[src/rtl/core/oaht_pkg.sv]
// ============================================================================
// oaht_pkg
// Shared widths, codes and controller/datapath interface types for the
// open-addressing hash table.
// ============================================================================
package oaht_pkg;

    // Default sizing handed to the top-level parameters.
    localparam int CAPACITY_DEF = 64;
    localparam int KEY_BITS_DEF = 32;

    // Fixed field widths.
    localparam int ACTION_W  = 2;
    localparam int KEY_ID_W  = 32;
    localparam int KEY_MAX_W = 64;
    localparam int HASH_W    = 32;
    localparam int VALUE_W   = 64;
    localparam int STATUS_W  = 3;
    localparam int LOAD_W    = 7;
    localparam int MARK_W    = 2;

    // Load limit after reset (three quarters of the default capacity).
    localparam logic [LOAD_W-1:0] LOAD_RESET = 7'd48;

    // Request actions.
    localparam logic [ACTION_W-1:0] ACT_SET = 2'd0;
    localparam logic [ACTION_W-1:0] ACT_GET = 2'd1;
    localparam logic [ACTION_W-1:0] ACT_DEL = 2'd2;

    // Result status codes.
    localparam logic [STATUS_W-1:0] ST_NEW       = 3'd0;
    localparam logic [STATUS_W-1:0] ST_UPDATED   = 3'd1;
    localparam logic [STATUS_W-1:0] ST_FOUND     = 3'd2;
    localparam logic [STATUS_W-1:0] ST_NOT_FOUND = 3'd3;
    localparam logic [STATUS_W-1:0] ST_DELETED   = 3'd4;
    localparam logic [STATUS_W-1:0] ST_FULL      = 3'd5;

    // Slot marks.
    localparam logic [MARK_W-1:0] MARK_EMPTY = 2'd0;
    localparam logic [MARK_W-1:0] MARK_LIVE  = 2'd1;
    localparam logic [MARK_W-1:0] MARK_TOMB  = 2'd2;

    // Commands from the controller to the datapath.
    typedef struct packed {
        logic accept;     // capture the input item
        logic clear;      // write one mark entry during the clearing pass
        logic home_ld;    // load the home slot and read it
        logic probe;      // evaluate the slot read in the previous cycle
        logic probe_adv;  // move on to the next slot
        logic commit;     // apply the update and load the output register
    } t_dp_cmd;

    // Status from the datapath to the controller.
    typedef struct packed {
        logic clr_last;   // clearing pass is at its last entry
        logic home_done;  // home slot index is ready
        logic probe_end;  // current probe found the key, an empty slot or wrapped
        logic out_free;   // output register can take a new item
    } t_dp_sts;

endpackage

[src/rtl/core/oaht_ctrl.sv]
// ============================================================================
// oaht_ctrl
// Sequencer for the hash table: clearing pass after reset, then for each
// item home slot, linear probe and commit.
// ============================================================================
module oaht_ctrl
    import oaht_pkg::*;
(
    input  logic    i_clk,
    input  logic    i_rst_n,
    input  logic    i_in_valid,
    output logic    o_in_ready,
    input  t_dp_sts i_sts,
    output t_dp_cmd o_cmd
);

    typedef enum logic [4:0] {
        S_CLEAR = 5'b00001,
        S_IDLE  = 5'b00010,
        S_HOME  = 5'b00100,
        S_CHECK = 5'b01000,
        S_DONE  = 5'b10000
    } t_state;

    t_state r_state;
    t_state n_state;

    // Next state and commands.
    always_comb begin
        n_state    = r_state;
        o_cmd      = '0;
        o_in_ready = 1'b0;
        unique case (r_state)
            S_CLEAR: begin
                o_cmd.clear = 1'b1;
                if (i_sts.clr_last) begin
                    n_state = S_IDLE;
                end
            end
            S_IDLE: begin
                o_in_ready   = 1'b1;
                o_cmd.accept = i_in_valid;
                if (i_in_valid) begin
                    n_state = S_HOME;
                end
            end
            S_HOME: begin
                if (i_sts.home_done) begin
                    o_cmd.home_ld = 1'b1;
                    n_state       = S_CHECK;
                end
            end
            S_CHECK: begin
                o_cmd.probe     = 1'b1;
                o_cmd.probe_adv = !i_sts.probe_end;
                if (i_sts.probe_end) begin
                    n_state = S_DONE;
                end
            end
            S_DONE: begin
                if (i_sts.out_free) begin
                    o_cmd.commit = 1'b1;
                    n_state      = S_IDLE;
                end
            end
            default: begin
                n_state = S_CLEAR;
            end
        endcase
    end

    // State register.
    always_ff @(posedge i_clk) begin
        if (!i_rst_n) begin
            r_state <= S_CLEAR;
        end else begin
            r_state <= n_state;
        end
    end

endmodule

[config.mk]
export PLATFORM = sky130hd
export DESIGN_NAME = oaht_ctrl
export DESIGN_NICKNAME = d
export VERILOG_FILES = /design/src/rtl/core/oaht_pkg.sv /design/src/rtl/core/oaht_ctrl.sv
export SDC_FILE = /design/constraint.sdc
export NUM_CORES = 1
export LEC_CHECK = 0
export ABC_AREA = 1
export BUFFER_PORTS_ARGS = -buffer_cell sky130_fd_sc_hd__buf_4
export CAP_MARGIN = 40
export CORE_AREA = 2 2 39 41
export CTS_BUF_LIST = sky130_fd_sc_hd__clkbuf_16
export DETAILED_ROUTE_END_ITERATION = 8
export DIE_AREA = 0 0 41 43
export SLEW_MARGIN = 0
export SYNTH_ARGS = -nofsm -noshare
export SYNTH_HDL_FRONTEND = slang
export SYNTH_SLANG_ARGS = --single-unit
[constraint.sdc]
create_clock -name i_clk -period 1 [get_ports i_clk]
set_input_delay 0.2 -clock i_clk [delete_from_list [all_inputs] [get_ports i_clk]]
set_output_delay 0.2 -clock i_clk [all_outputs]
set_load 0.01 [all_outputs]
==> flow_metrics.env <==
export IMPL_status="finished, violations left"
export IMPL_failed_checks="setup timing"
export IMPL_grt_use_total=0.151
export IMPL_core_area_um2=1380
export IMPL_worst_pin_slew_ps=209
export IMPL_setup_slack_ps=-373
export IMPL_crit_path_start_kind="flop"
export IMPL_syn_inst=56
export IMPL_synthesis_nets=63
export IMPL_slowest_delay_ps=350
export IMPL_grt_pass1_wl_um=1720
export IMPL_die_area_um2=1760
export IMPL_p_leak_nw=0.409
export IMPL_registers_top_by_ff_count="r_state"
export IMPL_largest_reg_flops=5
export IMPL_drt_antenna_violating_nets=0
export IMPL_ys_seq_area_frac=0.266
export IMPL_vias_per_cell=4.37
export IMPL_synth_distinct_cells=16
export IMPL_initial_core_util=0.272
export IMPL_areaGrowthSynthToFinish_pct=116
export IMPL_slew_viol_final=0
export IMPL_p_total_mw=1.22
export IMPL_ys_warn_count=0
export IMPL_cts_tree="yes"
export IMPL_die_x_um=41
export IMPL_syn_area_um2=377
export IMPL_hpwl_um=700
export IMPL_cts_max_level=1
export IMPL_clkTransAtPathRegs_ps=30
export IMPL_irDropWorstVdd_mv=1.05
export IMPL_wire_per_inst_um=11.2
export IMPL_ctsHoldBuffers=0
export IMPL_io_pins=14
export IMPL_powerDensity_nw_per_um2=1500
export IMPL_fin_crit_ps=1370
export IMPL_cts_sinks=5
export IMPL_cp_slowest_cell="dfxtp_4"
export IMPL_wl_um=1170
export IMPL_layout_nets=97
export IMPL_reg_top3="r_state x5"
export IMPL_crit_chain="nor2_4, nand4_1, inv_1, buf_6"
export IMPL_cp_end_kind="output pin"
export IMPL_grt_max_degree=8
export IMPL_setup_violations=12
export IMPL_grt_overflow_total=0
export IMPL_cp_max_fo=6
export IMPL_crit_family="simple AND/OR/NAND/NOR gates"
export IMPL_fmax_mhz=728
export IMPL_hold_ws_ps=200
export IMPL_clock_root_buffer="clkbuf_16"
export IMPL_crit_arrival_ps=1170
export IMPL_diodes=0
export IMPL_syn_avg_cell_area_um2=6.73
export IMPL_rows=14
export IMPL_clockBufferDepth=2
export IMPL_ys_ff_latch=5
export IMPL_path_buf_inv=2
export IMPL_drc=0
export IMPL_gp_congestion=0.853
export IMPL_relSlewSlack=0.860
export IMPL_fp_dieH_um=43
export IMPL_path_class="flop to output pin"
export IMPL_hold_path_class="input pin to flop"
export IMPL_drtIter0Drc=8
export IMPL_port_buffers=13
export IMPL_required_ps=800
export IMPL_final_common_cell="buf_4"
export IMPL_clk_insertion_delay_late_ps=230
export IMPL_hold_viol=0
export IMPL_drive_gt1_frac=0.708
export IMPL_cts_buffers=3
export IMPL_max_cap_viol_count=0
export IMPL_finClkSkew_ps=0.0334
export IMPL_rsz0062_at_grt="true"
export IMPL_final_cell_mix="buf_4, inv_1, buf_6"
export IMPL_min_period_over_period=1.37
export IMPL_grt_pass1_vias=420
export IMPL_antenna_found_initial=0
export IMPL_vias=459
export IMPL_drt_first_pass_iters=4
==> synth_stat cells, drive strengths merged <==
| cell | n | area [um2] |
|---|---|---|
| a21boi | 1 | 11.3 |
| dfxtp | 5 | 100 |
| inv | 17 | 63.8 |
| nand2 | 5 | 21.3 |
| nand3 | 6 | 35.0 |
| nand4 | 6 | 43.8 |
| nor2 | 13 | 81.3 |
| nor3 | 1 | 5.00 |
| o211ai | 1 | 7.51 |
| o21a | 1 | 7.51 |
==> worst paths after layout <==
kind,start,endpoint,slack (ps),cells past startpoint
min,i_rst_n,r_state[0]$_SDFFE_PN1P_,200,2
max,r_state[0]$_SDFFE_PN1P_,o_cmd[1],-370,4
max reg2reg,r_state[0]$_SDFFE_PN1P_,r_state[4]$_SDFFE_PN0P_,-320,8
min reg2reg,r_state[3]$_SDFFE_PN0P_,r_state[2]$_SDFFE_PN0P_,620,3
==> per-layer routing <==
layer | wire, um | vias to the layer above | GRT usage
li1 | - | 240 | -
met1 | 514 | 202 | 0.186
met2 | 559 | 13 | 0.206
met3 | 51 | 4 | 0.0314
met4 | 47 | 0 | 0.140
met5 | 0 | - | 0
==> where the power goes <==
group          switching [mW]  internal [mW]  leakage [nW]
Combinational           0.154          0.173         0.323
Sequential             0.0271          0.222        0.0436
Clock                   0.124          0.517        0.0423
==> cell type report <==
cell class	instances	area (um2)
fillers	111	572
flip-flops and latches	5	116
clock inverters	1	3.75
repair buffers	29	255
well taps	16	20.0
clock buffers	3	75.1
multi-input cells	34	275
inverters	17	66.3
==> what timing repair did <==
item	CTS	global route
cloned	0	0
buffers inserted	7	4
resized for setup	16	18
pin swaps	7	8
endpoints found under the setup margin	12	12
endpoints found under the hold margin	0	0
==> cells by family (layout without fill, tap and decap cells) <==
kind of cell | Yosys count | after routing | share of synthesized area
AO/OA/AOI/OAI | 3 | 3 | 0.0698
buffers and inverters | 17 | 50 | 0.169
flip-flops | 5 | 5 | 0.266
AND/OR/NAND/NOR | 31 | 31 | 0.495
==> through the flow <==
step                      cell area [um2]  setup WS, ps  TNS, ps  instances   util
after global routing                  812          -411    -3890        105  0.587
final                                 812          -373    -3340        105  0.587
after detailed placement              547          -105     -817         91  0.395
after CTS                             731          -327    -2760        102  0.528
after floorplan                       384         -3.87    -3.87         56      -
after global placement                547          -112     -731         91  0.395
==> worst register-to-register path: stages (launching register included) <==
cell and delay (ps):
dfxtp_4 350, nor2_4 210, nand4_1 160, buf_4 170, buf_6 110, nand2_1 50
nor2_1 40, o211ai_1 70, inv_1 50
Note: power is estimated with default switching activity, not from simulation.
